<file path="config.mk">
export PLATFORM = sky130hd
export DESIGN_NAME = byte_stream_pattern_finder_unit
export DESIGN_NICKNAME = d
export VERILOG_FILES = /design/src/rtl/core/bspf_pkg.sv /design/src/rtl/core/bspf_cfg_regs.sv /design/src/rtl/core/bspf_in_stage.sv /design/src/rtl/core/bspf_match_core.sv /design/src/rtl/core/bspf_out_stage.sv /design/src/rtl/core/byte_stream_pattern_finder_unit.sv
export VERILOG_INCLUDE_DIRS = /design/src /design/src/rtl/core
export SDC_FILE = /design/constraint.sdc
export NUM_CORES = 2
export LEC_CHECK = 0
export ABC_AREA = 0
export BUFFER_PORTS_ARGS = -buffer_cell sky130_fd_sc_hd__buf_2
export CAP_MARGIN = 20
export CORE_MARGIN = 1.5
export CORE_UTILIZATION = 45
export CTS_CLUSTER_SIZE = 28
export DETAILED_ROUTE_END_ITERATION = 6
export PLACE_DENSITY = 0.68
export SYNTH_ARGS = -nofsm -noshare
export SYNTH_HDL_FRONTEND = slang
export SYNTH_SLANG_ARGS = --single-unit
</file>
<file path="constraint.sdc">
create_clock -name clk -period 13.5 [get_ports clk]
set_input_delay 0 -clock clk [delete_from_list [all_inputs] [get_ports clk]]
set_output_delay 0 -clock clk [all_outputs]
set_load 0.02 [all_outputs]
</file>
<file path="src/rtl/core/assert_macros.svh">
// ----------------------------------------------------------------------------
// Assertion macros
// Shared concurrent assertion wrappers; define ASSERT_OFF to drop them.
// ----------------------------------------------------------------------------
`ifndef ASSERT_MACROS_SVH
`define ASSERT_MACROS_SVH

`ifndef ASSERT_OFF
// property must hold on every enabled clock edge
`define BSPF_ASSERT(lbl, clk, rst_n, prop) \
  lbl: assert property (@(posedge clk) disable iff (!rst_n) prop) \
    else $error("bspf assertion failed");
// condition must never be seen on an enabled clock edge
`define BSPF_ASSERT_NEVER(lbl, clk, rst_n, cond) \
  lbl: assert property (@(posedge clk) disable iff (!rst_n) !(cond)) \
    else $error("bspf forbidden condition seen");
`else
`define BSPF_ASSERT(lbl, clk, rst_n, prop)
`define BSPF_ASSERT_NEVER(lbl, clk, rst_n, cond)
`endif

`endif

</file>
<file path="src/rtl/core/bspf_pkg.sv">
// ----------------------------------------------------------------------------
// bspf_pkg
// Types, register indexes and byte helpers for the pattern finder.
// ----------------------------------------------------------------------------
package bspf_pkg;

  localparam int PAT_W      = 64;
  localparam int PLEN_W     = 5;
  localparam int OFFSET_W   = 32;
  localparam int CFG_IDX_W  = 3;
  localparam int CFG_DATA_W = 64;
  localparam int PAT_BYTES  = 16;

  localparam logic [CFG_IDX_W-1:0] REG_PATTERN_LOW    = 3'd0;
  localparam logic [CFG_IDX_W-1:0] REG_PATTERN_HIGH   = 3'd1;
  localparam logic [CFG_IDX_W-1:0] REG_PATTERN_LENGTH = 3'd2;
  localparam logic [CFG_IDX_W-1:0] REG_IGNORE_CASE    = 3'd3;
  localparam logic [CFG_IDX_W-1:0] REG_BASE_OFFSET    = 3'd4;

  typedef struct packed {
    logic [PAT_W-1:0]    pattern_low;
    logic [PAT_W-1:0]    pattern_high;
    logic [PLEN_W-1:0]   pattern_length;
    logic                ignore_case;
    logic [OFFSET_W-1:0] base_offset;
  } cfg_t;

  typedef struct packed {
    logic       valid;
    logic [7:0] data_byte;
    logic       last_byte;
  } item_t;

  typedef struct packed {
    logic                valid;
    logic                found;
    logic [OFFSET_W-1:0] match_offset;
  } res_t;

  // CP866 case folding
  function automatic logic [7:0] fold866(input logic [7:0] c);
    logic [7:0] r;
    r = c;
    if (c >= 8'h61 && c <= 8'h7A) begin
      r = c - 8'h20;
    end else if (c >= 8'hA0 && c <= 8'hAF) begin
      r = c - 8'h20;
    end else if (c >= 8'hE0 && c <= 8'hEF) begin
      r = c - 8'h50;
    end else if (c >= 8'hF0 && c <= 8'hF7) begin
      r = c & 8'hFE;
    end
    return r;
  endfunction

  // pattern byte k; bytes past the two registers read as zero
  function automatic logic [7:0] pattern_byte(input cfg_t c, input int unsigned k);
    logic [7:0] r;
    r = 8'h00;
    if (k < 8) begin
      r = 8'(c.pattern_low >> (8 * k));
    end else if (k < PAT_BYTES) begin
      r = 8'(c.pattern_high >> (8 * (k - 8)));
    end
    return r;
  endfunction

endpackage

</file>
<file path="src/rtl/core/bspf_cfg_regs.sv">
// ----------------------------------------------------------------------------
// bspf_cfg_regs
// Configuration register file written through the plain write port.
// ----------------------------------------------------------------------------
module bspf_cfg_regs (
  input  logic                               clk,
  input  logic                               rst_n,
  input  logic                               cfg_we,
  input  logic [bspf_pkg::CFG_IDX_W-1:0]     cfg_index,
  input  logic [bspf_pkg::CFG_DATA_W-1:0]    cfg_wdata,
  output bspf_pkg::cfg_t                     cfg
);
  import bspf_pkg::*;

  cfg_t cfg_r, cfg_nxt;

  always_comb begin
    cfg_nxt = cfg_r;
    if (cfg_we) begin
      case (cfg_index)
        REG_PATTERN_LOW:    cfg_nxt.pattern_low    = cfg_wdata[PAT_W-1:0];
        REG_PATTERN_HIGH:   cfg_nxt.pattern_high   = cfg_wdata[PAT_W-1:0];
        REG_PATTERN_LENGTH: cfg_nxt.pattern_length = cfg_wdata[PLEN_W-1:0];
        REG_IGNORE_CASE:    cfg_nxt.ignore_case    = cfg_wdata[0];
        REG_BASE_OFFSET:    cfg_nxt.base_offset    = cfg_wdata[OFFSET_W-1:0];
        default:            cfg_nxt = cfg_r;
      endcase
    end
  end

  always_ff @(posedge clk) begin
    if (!rst_n) begin
      cfg_r.pattern_low    <= '0;
      cfg_r.pattern_high   <= '0;
      cfg_r.pattern_length <= PLEN_W'(1);
      cfg_r.ignore_case    <= 1'b0;
      cfg_r.base_offset    <= '0;
    end else begin
      cfg_r <= cfg_nxt;
    end
  end

  assign cfg = cfg_r;

endmodule

</file>
<file path="src/rtl/core/bspf_in_stage.sv">
// ----------------------------------------------------------------------------
// bspf_in_stage
// Input register; holds one byte until the compare stage can take it.
// ----------------------------------------------------------------------------
module bspf_in_stage (
  input  logic            clk,
  input  logic            rst_n,
  input  logic            in_valid,
  output logic            in_stall,
  input  logic [7:0]      in_data_byte,
  input  logic            in_last_byte,
  input  logic            out_free,
  output logic            adv,
  output bspf_pkg::item_t item
);
  import bspf_pkg::*;

  logic       valid_r, valid_nxt;
  logic [7:0] data_r;
  logic       last_r;
  logic       take;

  assign adv      = valid_r && out_free;
  assign in_stall = valid_r && !out_free;
  assign take     = in_valid && !in_stall;

  always_comb begin
    valid_nxt = valid_r;
    if (take) begin
      valid_nxt = 1'b1;
    end else if (adv) begin
      valid_nxt = 1'b0;
    end
  end

  always_ff @(posedge clk) begin
    if (!rst_n) begin
      valid_r <= 1'b0;
    end else begin
      valid_r <= valid_nxt;
    end
  end

  always_ff @(posedge clk) begin
    if (take) begin
      data_r <= in_data_byte;
      last_r <= in_last_byte;
    end
  end

  assign item.valid     = valid_r;
  assign item.data_byte = data_r;
  assign item.last_byte = last_r;

endmodule

</file>
<file path="src/rtl/core/bspf_match_core.sv">
// ----------------------------------------------------------------------------
// bspf_match_core
// Byte window, stream counters and the parallel window/pattern compare.
// ----------------------------------------------------------------------------
`include "assert_macros.svh"

module bspf_match_core #(
  parameter int MAX_PATTERN = 16
) (
  input  logic            clk,
  input  logic            rst_n,
  input  logic            adv,
  input  bspf_pkg::item_t item,
  input  bspf_pkg::cfg_t  cfg,
  output bspf_pkg::res_t  res
);
  import bspf_pkg::*;

  localparam int LW = $clog2(MAX_PATTERN + 1);
  localparam int CW = (LW > PLEN_W) ? LW : PLEN_W;
  localparam int WB = MAX_PATTERN * 8;

  logic [WB-1:0]       window_r, window_nxt, window_sh;
  logic [OFFSET_W-1:0] bytes_seen_r, bytes_seen_nxt, seen_inc;
  logic                match_done_r, match_done_nxt;

  logic [CW-1:0]       plen_ext;
  logic [LW-1:0]       len, shamt;
  logic [LW+2:0]       shbits;
  logic [WB-1:0]       pat_rev, pat_aligned;
  logic [MAX_PATTERN-1:0] pos_ok;
  logic                len_zero, enough, hit;
  logic [OFFSET_W-1:0] adj, offset;

  // effective length, clamped to the window depth
  assign plen_ext = CW'(cfg.pattern_length);
  assign len      = (plen_ext > CW'(MAX_PATTERN)) ? LW'(MAX_PATTERN) : LW'(plen_ext);
  assign len_zero = (len == '0);

  assign window_sh = (window_r << 8) | WB'(item.data_byte);
  assign seen_inc  = bytes_seen_r + OFFSET_W'(1);

  // pattern byte-reversed, then shifted so byte k lines up with window age len-1-k
  always_comb begin
    pat_rev = '0;
    for (int k = 0; k < MAX_PATTERN; k++) begin
      pat_rev[8*(MAX_PATTERN-1-k) +: 8] = pattern_byte(cfg, k);
    end
  end

  assign shamt       = LW'(MAX_PATTERN) - len;
  assign shbits      = {shamt, 3'b000};
  assign pat_aligned = pat_rev >> shbits;

  always_comb begin
    for (int j = 0; j < MAX_PATTERN; j++) begin
      logic [7:0] wb;
      logic [7:0] pb;
      wb = window_sh[8*j +: 8];
      pb = pat_aligned[8*j +: 8];
      if (cfg.ignore_case) begin
        wb = fold866(wb);
        pb = fold866(pb);
      end
      pos_ok[j] = (LW'(j) >= len) || (wb == pb);
    end
  end

  assign enough = (seen_inc >= OFFSET_W'(len));
  assign hit    = len_zero || (enough && (&pos_ok));
  assign adj    = len_zero ? '0 : (OFFSET_W'(1) - OFFSET_W'(len));
  assign offset = cfg.base_offset + bytes_seen_r + adj;

  assign res.valid        = adv && !match_done_r && (hit || item.last_byte);
  assign res.found        = hit;
  assign res.match_offset = hit ? offset : '0;

  always_comb begin
    window_nxt     = window_r;
    bytes_seen_nxt = bytes_seen_r;
    match_done_nxt = match_done_r;
    if (adv) begin
      if (!match_done_r) begin
        window_nxt     = window_sh;
        bytes_seen_nxt = seen_inc;
        match_done_nxt = hit;
      end
      if (item.last_byte) begin
        bytes_seen_nxt = '0;
        match_done_nxt = 1'b0;
      end
    end
  end

  always_ff @(posedge clk) begin
    if (!rst_n) begin
      window_r     <= '0;
      bytes_seen_r <= '0;
      match_done_r <= 1'b0;
    end else begin
      window_r     <= window_nxt;
      bytes_seen_r <= bytes_seen_nxt;
      match_done_r <= match_done_nxt;
    end
  end

  `BSPF_ASSERT(a_adv_valid, clk, rst_n, adv |-> item.valid)
  `BSPF_ASSERT(a_done_after_hit, clk, rst_n, (res.valid && res.found && !item.last_byte) |=> match_done_r)
  `BSPF_ASSERT_NEVER(a_quiet_after_done, clk, rst_n, match_done_r && res.valid)
  `BSPF_ASSERT(a_clear_on_last, clk, rst_n, (adv && item.last_byte) |=> (bytes_seen_r == '0 && !match_done_r))
  `BSPF_ASSERT(a_last_reports, clk, rst_n, (adv && item.last_byte && !match_done_r) |-> res.valid)

endmodule

</file>
<file path="src/rtl/core/bspf_out_stage.sv">
// ----------------------------------------------------------------------------
// bspf_out_stage
// Result register on the output channel.
// ----------------------------------------------------------------------------
module bspf_out_stage (
  input  logic                              clk,
  input  logic                              rst_n,
  input  bspf_pkg::res_t                    res,
  output logic                              out_free,
  output logic                              out_valid,
  input  logic                              out_stall,
  output logic                              out_found,
  output logic [bspf_pkg::OFFSET_W-1:0]     out_match_offset
);
  import bspf_pkg::*;

  logic                valid_r, valid_nxt;
  logic                found_r;
  logic [OFFSET_W-1:0] offset_r;

  assign out_free  = !valid_r || !out_stall;
  assign valid_nxt = out_free ? res.valid : valid_r;

  always_ff @(posedge clk) begin
    if (!rst_n) begin
      valid_r <= 1'b0;
    end else begin
      valid_r <= valid_nxt;
    end
  end

  always_ff @(posedge clk) begin
    if (out_free && res.valid) begin
      found_r  <= res.found;
      offset_r <= res.match_offset;
    end
  end

  assign out_valid        = valid_r;
  assign out_found        = found_r;
  assign out_match_offset = offset_r;

endmodule

</file>
<file path="src/rtl/core/byte_stream_pattern_finder_unit.sv">
// ----------------------------------------------------------------------------
// byte_stream_pattern_finder_unit
// Streaming search for a configured byte pattern of up to 16 bytes.
// ----------------------------------------------------------------------------
// Accepts one byte per clock and keeps going as long as the result side does
// not stall. A byte is registered on transfer, compared against the whole
// pattern once the result register can take it (window shift, optional CP866
// folding and a full-width equality check in one pass) and the result is
// registered. Each stream yields at most one result: found with the absolute
// start offset on the first match, or not-found at the marked last byte. Bytes
// after a match are consumed silently up to the last byte. The user writes
// pattern, length, case mode and base offset between streams through the cfg
// port; the block itself does not enforce this.
module byte_stream_pattern_finder_unit #(
  parameter int MAX_PATTERN = 16
) (
  input  logic                              clk,
  input  logic                              rst_n,
  input  logic                              cfg_we,
  input  logic [bspf_pkg::CFG_IDX_W-1:0]    cfg_index,
  input  logic [bspf_pkg::CFG_DATA_W-1:0]   cfg_wdata,
  input  logic                              in_valid,
  output logic                              in_stall,
  input  logic [7:0]                        in_data_byte,
  input  logic                              in_last_byte,
  output logic                              out_valid,
  input  logic                              out_stall,
  output logic                              out_found,
  output logic [bspf_pkg::OFFSET_W-1:0]     out_match_offset
);
  import bspf_pkg::*;

  cfg_t  cfg;
  item_t item;
  res_t  res;
  logic  out_free;
  logic  adv;

  bspf_cfg_regs u_cfg (
    .clk       (clk),
    .rst_n     (rst_n),
    .cfg_we    (cfg_we),
    .cfg_index (cfg_index),
    .cfg_wdata (cfg_wdata),
    .cfg       (cfg)
  );

  bspf_in_stage u_in (
    .clk          (clk),
    .rst_n        (rst_n),
    .in_valid     (in_valid),
    .in_stall     (in_stall),
    .in_data_byte (in_data_byte),
    .in_last_byte (in_last_byte),
    .out_free     (out_free),
    .adv          (adv),
    .item         (item)
  );

  bspf_match_core #(
    .MAX_PATTERN (MAX_PATTERN)
  ) u_core (
    .clk   (clk),
    .rst_n (rst_n),
    .adv   (adv),
    .item  (item),
    .cfg   (cfg),
    .res   (res)
  );

  bspf_out_stage u_out (
    .clk              (clk),
    .rst_n            (rst_n),
    .res              (res),
    .out_free         (out_free),
    .out_valid        (out_valid),
    .out_stall        (out_stall),
    .out_found        (out_found),
    .out_match_offset (out_match_offset)
  );

endmodule
</file>
==> After elaboration in Yosys (flattened, before gate mapping) <==
Index checks and enable logic that the tools add are counted.
{ "op_classes": {"addsub": 69, "n_lt_le_gt_ge": 274, "eq_ne": 21, "shift": 1, "n_mux": 168, "bitwise_logic": 2, "reduce_logical": 170} }
{ "ops": {"columns": ["op", "count"], "rows": [
  ["two-way mux 8 bit", 128],
  [">= comparator 8 bit (second input constant)", 96],
  ["<= comparator 8 bit (second input constant)", 96],
  [">= comparator 8 x 7 -> 1 bit (second input constant)", 32],
  ["<= comparator 8 x 7 -> 1 bit (second input constant)", 32],
  ["subtractor 8 x 6 -> 8 bit (second input constant)", 32],
  ["subtractor 8 x 7 -> 8 bit (second input constant)", 32],
  ["logical AND 1 bit", 135],
  ["== test 8 bit", 16],
  ["OR 128 x 8 -> 128 bit", 1],
  ["right shift 128 x 8 -> 128 bit", 1],
  ["two-way mux 32 bit", 3],
  ["adder 32 bit", 2],
  [">= comparator 4 x 5 -> 1 bit (first input constant)", 8],
  ["two-way mux 1 bit", 36],
  ["adder 32 x 1 -> 32 bit (second input constant)", 1],
  [">= comparator 32 x 5 -> 1 bit", 1],
  [">= comparator 3 x 5 -> 1 bit (first input constant)", 4],
  ["logical OR 1 bit", 19],
  ["AND reduction 16 bit", 1],
  ["AND reduction 2 bit", 7],
  [">= comparator 1 x 5 -> 1 bit (first input constant)", 2],
  [">= comparator 2 x 5 -> 1 bit (first input constant)", 2],
  ["== test 3 x 2 -> 1 bit (second input constant)", 2],
  ["other kinds (12)", 16]
]} }
{ "word_totals": {"register_bits": 363, "input_bits": 81, "out_inout_bits": 35, "word_cells": 719} }

==> Longest topological paths before layout <==
{ "depth": {"ltp_word": 19, "depth_mapped": 38} }

==> By module <==
A second synthesis with hierarchy kept.
{ "hier_totals": {"hier_cells": 4472, "hier_area_um2": 35630.4} }
{ "by_module_without_submodules": {"columns": ["module", "n_inst", "cells_per_inst", "area_per_inst_um2"], "rows": [
  ["bspf_match_core", 1, 3805, 27975.6],
  ["bspf_cfg_regs", 1, 613, 6283.5],
  ["bspf_out_stage", 1, 38, 1032.2],
  ["bspf_in_stage", 1, 16, 339.1]
]} }

==> Least setup slack after synthesis <==
No wires, ideal clock.
{ "synth_path": {"path_kind": "register -> register", "startpoint": "register u_cfg.cfg_r (netlist bit u_cfg.cfg[37])", "endpoint": "register u_out.found_r, in the netlist u_out.out_found, enable pin", "setup_ns": 0.434, "arrival_ns": 8.395, "setup_slack_ns": 4.671, "path_stages_with_launch": 39, "path_buffers": 15, "period_less_slack_ns": 8.829, "path_cell_list": "dfxtp_1 > buf_6 > nor2b_1 > buf_6 > buf_6 > buf_6 > buf_4 > buf_2 > buf_2 > inv_1 > ha_1 > buf_4 > nand2b_1 > buf_2 > a21oi_1 > ha_1 > clkbuf_1 > and2_1 > (+3 left out) > clkbuf_1 > o21ai_0 > inv_1 > ha_1 > nand2_1 > o22ai_1 > a41oi_1 > or3_1 > clkbuf_1 > a211oi_1 > o31ai_1 > a32o_1 > xnor2_1 > nor4_1 > o211a_2 > a21oi_2 > buf_6 > a21oi_1"} }
{ "synth_between": {"elab_chain_cells": 19, "elab_cells_between_ends": 364, "cone_classes": "33 x add/sub; 146 x order compare; 16 x eq/ne; 1 x shift; 81 x mux; 87 x reduce/logical"} }
{ "synth_lines": {"columns": ["item", "line", "rtl"], "rows": [
  ["start: declaration", "bspf_cfg_regs.sv:15", "cfg_t cfg_r, cfg_nxt;"],
  ["start signal: assignment", "bspf_cfg_regs.sv:39", "cfg_r <= cfg_nxt;"],
  ["greater-than comparator 5 bit", "bspf_match_core.sv:37", "assign len = (plen_ext > CW'(MAX_PATTERN)) ? LW'(MAX_PATTERN) : LW'(plen_ext);"],
  ["two-way mux 5 bit (*)", "bspf_match_core.sv:37", null],
  ["subtractor 5 bit", "bspf_match_core.sv:51", "assign shamt = LW'(MAX_PATTERN) - len;"],
  ["right shift 128 x 8 -> 128 bit", "bspf_match_core.sv:53", "assign pat_aligned = pat_rev >> shbits;"],
  [">= comparator 8 bit or <= comparator 8 bit (tied branches)", "bspf_pkg.sv:50", "end else if (c >= 8'hF0 && c <= 8'hF7) begin"],
  ["logical AND 1 bit", "bspf_pkg.sv:50", null],
  ["two-way mux 1 bit", "bspf_pkg.sv:50", null],
  ["two-way mux 8 bit", "bspf_pkg.sv:48", "end else if (c >= 8'hE0 && c <= 8'hEF) begin"],
  ["(+3 left out)", null, null],
  ["== test 8 bit", "bspf_match_core.sv:65", "pos_ok[j] = (LW'(j) >= len) || (wb == pb);"],
  ["logical OR 1 bit", "bspf_match_core.sv:65", null],
  ["AND reduction 16 bit", "bspf_match_core.sv:70", "assign hit = len_zero || (enough && (&pos_ok));"],
  ["logical AND 1 bit", "bspf_match_core.sv:70", null],
  ["logical OR 1 bit (*)", "bspf_match_core.sv:70", null],
  ["logical OR 1 bit (*)", "bspf_match_core.sv:74", "assign res.valid = adv && !match_done_r && (hit || item.last_byte);"],
  ["logical AND 1 bit (*)", "bspf_match_core.sv:74", null],
  ["logical AND 1 bit (*)", "bspf_out_stage.sv:33", "if (out_free && res.valid) begin"],
  ["end signal: assignment", "bspf_out_stage.sv:34", "found_r <= res.found;"],
  ["end: declaration", "bspf_out_stage.sv:18", "logic found_r;"]
]} }
Every way passes the cells marked *; elsewhere a longest branch is shown, timed or not.
A chain may end at the register's enable or synchronous reset.

==> Worst setup path in the final report <==
{ "layout_path": {"startpoint": "register u_cfg.cfg_r (netlist bit u_cfg.cfg[33])", "endpoint": "register u_out.offset_r[30], in the netlist u_out.out_match_offset[30], enable pin"} }
{ "layout_between": {"elab_chain_cells": 19, "elab_cells_between_ends": 364, "cone_classes": "33 x add/sub; 146 x order compare; 16 x eq/ne; 1 x shift; 81 x mux; 87 x reduce/logical"} }
{ "layout_lines": {"columns": ["item", "line", "rtl"], "rows": [
  ["greater-than comparator 5 bit", "bspf_match_core.sv:37", null],
  ["two-way mux 5 bit (*)", "bspf_match_core.sv:37", null],
  ["subtractor 5 bit", "bspf_match_core.sv:51", null],
  ["right shift 128 x 8 -> 128 bit", "bspf_match_core.sv:53", null],
  [">= comparator 8 bit or <= comparator 8 bit (tied branches)", "bspf_pkg.sv:50", null],
  ["logical AND 1 bit", "bspf_pkg.sv:50", null],
  ["two-way mux 1 bit", "bspf_pkg.sv:50", null],
  ["two-way mux 8 bit", "bspf_pkg.sv:48", null],
  ["(+3 left out)", null, null],
  ["== test 8 bit", "bspf_match_core.sv:65", null],
  ["logical OR 1 bit", "bspf_match_core.sv:65", null],
  ["AND reduction 16 bit", "bspf_match_core.sv:70", null],
  ["logical AND 1 bit", "bspf_match_core.sv:70", null],
  ["logical OR 1 bit (*)", "bspf_match_core.sv:70", null],
  ["logical OR 1 bit (*)", "bspf_match_core.sv:74", null],
  ["logical AND 1 bit (*)", "bspf_match_core.sv:74", null],
  ["logical AND 1 bit (*)", "bspf_out_stage.sv:33", null],
  ["end signal: assignment", "bspf_out_stage.sv:35", "offset_r <= res.match_offset;"],
  ["end: declaration", "bspf_out_stage.sv:19", "logic [OFFSET_W-1:0] offset_r;"]
]} }
Marks and branches as above.

==> qor.txt <==
most frequent cells in the layout: nand2_1, a21oi_1, dfxtp_1
post-synth top area share: 18.81%
Critical path origin: u_cfg.cfg[33]$_SDFFE_PN1P_
Post-Syn Area: 0.03417 sq mm
gr usage total: 32.49%
total grt overflow: 0
nets@finish: 4783
CTS Buf Count: 44
Max FO, Critical Path: 45
post-cts sizing count: 0
post-synthesis register bit count: 363
status: finished clean
Final Max Tran Viols: 0
root buffer cell: clkbuf_16
initial antenna violation count: 3
EDFF count, synth: 42
number of synthesis warnings: 0
post-synth top area cell: dfxtp_1
Setup Viol. Count Final: 0
DR iter-0 viols: 4185
Final ANT Viol Nets: 0
HPWL Detailed: 96110 um
WL/cell: 24.08 um
Max Buffers Root-to-Sink: 3
pwr/cell area: 76.81 mW/mm^2
vias in the first global route: 31950
post-route cell area: 0.03753 sq mm
port bufs: 115
Seq/Total Area, Yosys: 22.50%
Yosys cell types: 113
Post-Syn Area per Cell: 7.733 sq um
max-cap check violation count: 0
first-pass GRT wire length: 196300 um
CTS H-tree lvls: 2
Max Freq: 98.25 MHz
cell leakage power: 13.54 nW
Core Area: 0.07482 sq mm
fin util: 50.16%
critical path class: reg -> reg
main area contributors after synthesis: dfxtp_1, nand2_1, ha_1, mux2i_1, a21oi_1
Gate Count Post-Synth: 4419
Worst EP required: 13.73 ns
clk_skew: 0.02534 ns
Worst Path Arrival: 10.41 ns
Post-route DRC: 0
drt total wl: 130900 um
die area: 0.07760 sq mm
Max-slew headroom: 20.02%
PnR Total Power: 2.883 mW
Die Y: 278.6 um
Final Hold Viols: 0
Worst Setup End Kind: flip-flop
via-per-instance ratio: 6.367
most common cell after layout, fill and taps aside: nand2_1
largest net degree at the start of global routing: 89
# IOs: 116
top_reg_cell synth: dfxtp_1
Mapped Nets: 4770
Pre-antenna DRT Iters: 6
proportion of layout cells with a drive suffix above 1: 9.584%
Hold WC Path Type: in -> reg
worst-margin pin slew: 1.194 ns
Sink Count: 363
crit share post-route: 75.39%
VDD IR-drop max: 0.1016 mV
Clock Pin Slew Worst Setup and Hold Paths: 0.06 ns
Chip Width: 278.6 um
unrepaired setup endpoints after global routing: false
Setup crit start kind: flip-flop
row count: 100
Syn-to-layout area delta: 9.843%
initial core utilization: 45.67%
post-layout minimum cycle time: 10.18 ns
vias: 34620
Post-synth ARST share: 0%
TritonCTS clock tree: done
Hold WS: 0.1103 ns
worst hold path startpoint: in_last_byte
Placer Congestion: 1.084
Setup TNS: 0 ns
FF-to-FF Start: u_cfg.cfg[33]$_SDFFE_PN1P_
placed cell areas: 0.03512 sq mm
worst-skew pair later-pin latency: 0.62 ns
cells in the mapped netlist, types with 40 or more instances:
master,count
a21boi_0,103
a21oi_1,372
a31oi_1,60
and2_1,40
and3_1,43
clkbuf_1,194
dfxtp_1,321
edfxtp_1,42
ha_1,238
inv_1,186
mux2i_1,196
mux4_2,61
nand2_1,893
nand3_1,138
nand4_1,40
nor2_1,209
nor2b_1,44
nor3_1,71
nor4_1,40
o21ai_0,153
xnor2_1,112
xor2_1,51
state kept, by name, indices dropped and copies added (netlist names):
name                    count
u_in.valid_r                1
u_in.data_r                 8
u_cfg.cfg                 166
u_out.out_valid             1
u_core.match_done_r         1
u_in.last_r                 1
u_out.out_found             1
u_core.bytes_seen_r        32
u_core.window_r           120
u_out.out_match_offset     32
metal layers:
metal,up-vias,global-route usage (%),wire length [um]
li1,15960,-,-
met1,16450,41.51,52190
met2,1743,50.78,57370
met3,463,7.539,13090
met4,2,17.36,8257
met5,-,0,19
power by group:
group / switching (mW) / total [mW] / internal (mW)
Combinational: 0.322 / 0.489 / 0.166
Sequential: 0.0301 / 1.14 / 1.11
Clock: 0.536 / 1.25 / 0.719
timing repair:
| item | 4_1_cts | 5_1_grt |
|---|---|---|
| hold buffers | 83 | 0 |
| endpoints found under the hold margin | 187 | 0 |
| setup buffers | 0 | 0 |
per-stage QoR:
| step | std cells | setup WS (ns) |
|---|---|---|
| after floorplan | 4419 | 4.671 |
| after global placement | 5268 | 3.821 |
| after detailed placement | 5269 | 3.642 |
| after CTS | 5432 | 3.598 |
| after global routing | 5436 | 2.974 |
| final | 5437 | 3.322 |
path summary, 6_finish.rpt:
path	slack (ns)	cells past startpoint	to
worst max-delay path	3.32	22	u_out.out_match_offset[30]$_SDFFCE_PN0P_
worst min-delay path	0.11	2	u_in.last_r$_DFFE_PP_
worst max register to register	3.32	22	u_out.out_match_offset[30]$_SDFFCE_PN0P_
worst min register to register	0.47	2	u_cfg.cfg[0]$_SDFFE_PN0P_
worst max-delay path: stages (launching register included):
cell and delay (ns):
dfxtp_1 0.68, nor2b_4 0.65, buf_4 0.43, inv_1 0.09, ha_1 0.43, or3b_1 0.59
nand3_4 0.51, buf_4 0.58, buf_4 0.55, mux2i_1 0.81, and4_1 0.32, o211ai_1 0.09
a2111oi_0 0.48, a41oi_1 0.18, nor2_1 0.19, mux2_2 0.35, xnor2_1 0.12, nor4_1 0.91
o311a_1 0.26, o211a_2 0.22, a21oi_4 0.06, buf_4 0.29, a21oi_4 0.88
layout make-up:
type | count | area (sq um)
fill | 7223 | 37290
sequential | 363 | 7691
clock inverter | 24 | 270.3
timing repair buffer | 259 | 1907
inverter | 194 | 738.2
tap | 969 | 1212
antenna | 2 | 5.005
multi-input combinational | 3570 | 24470
clock buffer | 56 | 1240
cells by family (layout without fill, tap and decap cells):
group	after synthesis	in the layout	synth area share, %
XOR/XNOR	164	164	4.226
multiplexers	292	292	10.96
AND/OR/NAND/NOR	1681	1681	22.67
other	0	2	0
adder cells (fa/ha/maj)	271	271	10.62
AO/OA/AOI/OAI	1162	1162	22.83
buffers and inverters	486	533	6.203
flip-flops	363	363	22.50
Note: power is estimated with default switching activity, not from simulation.
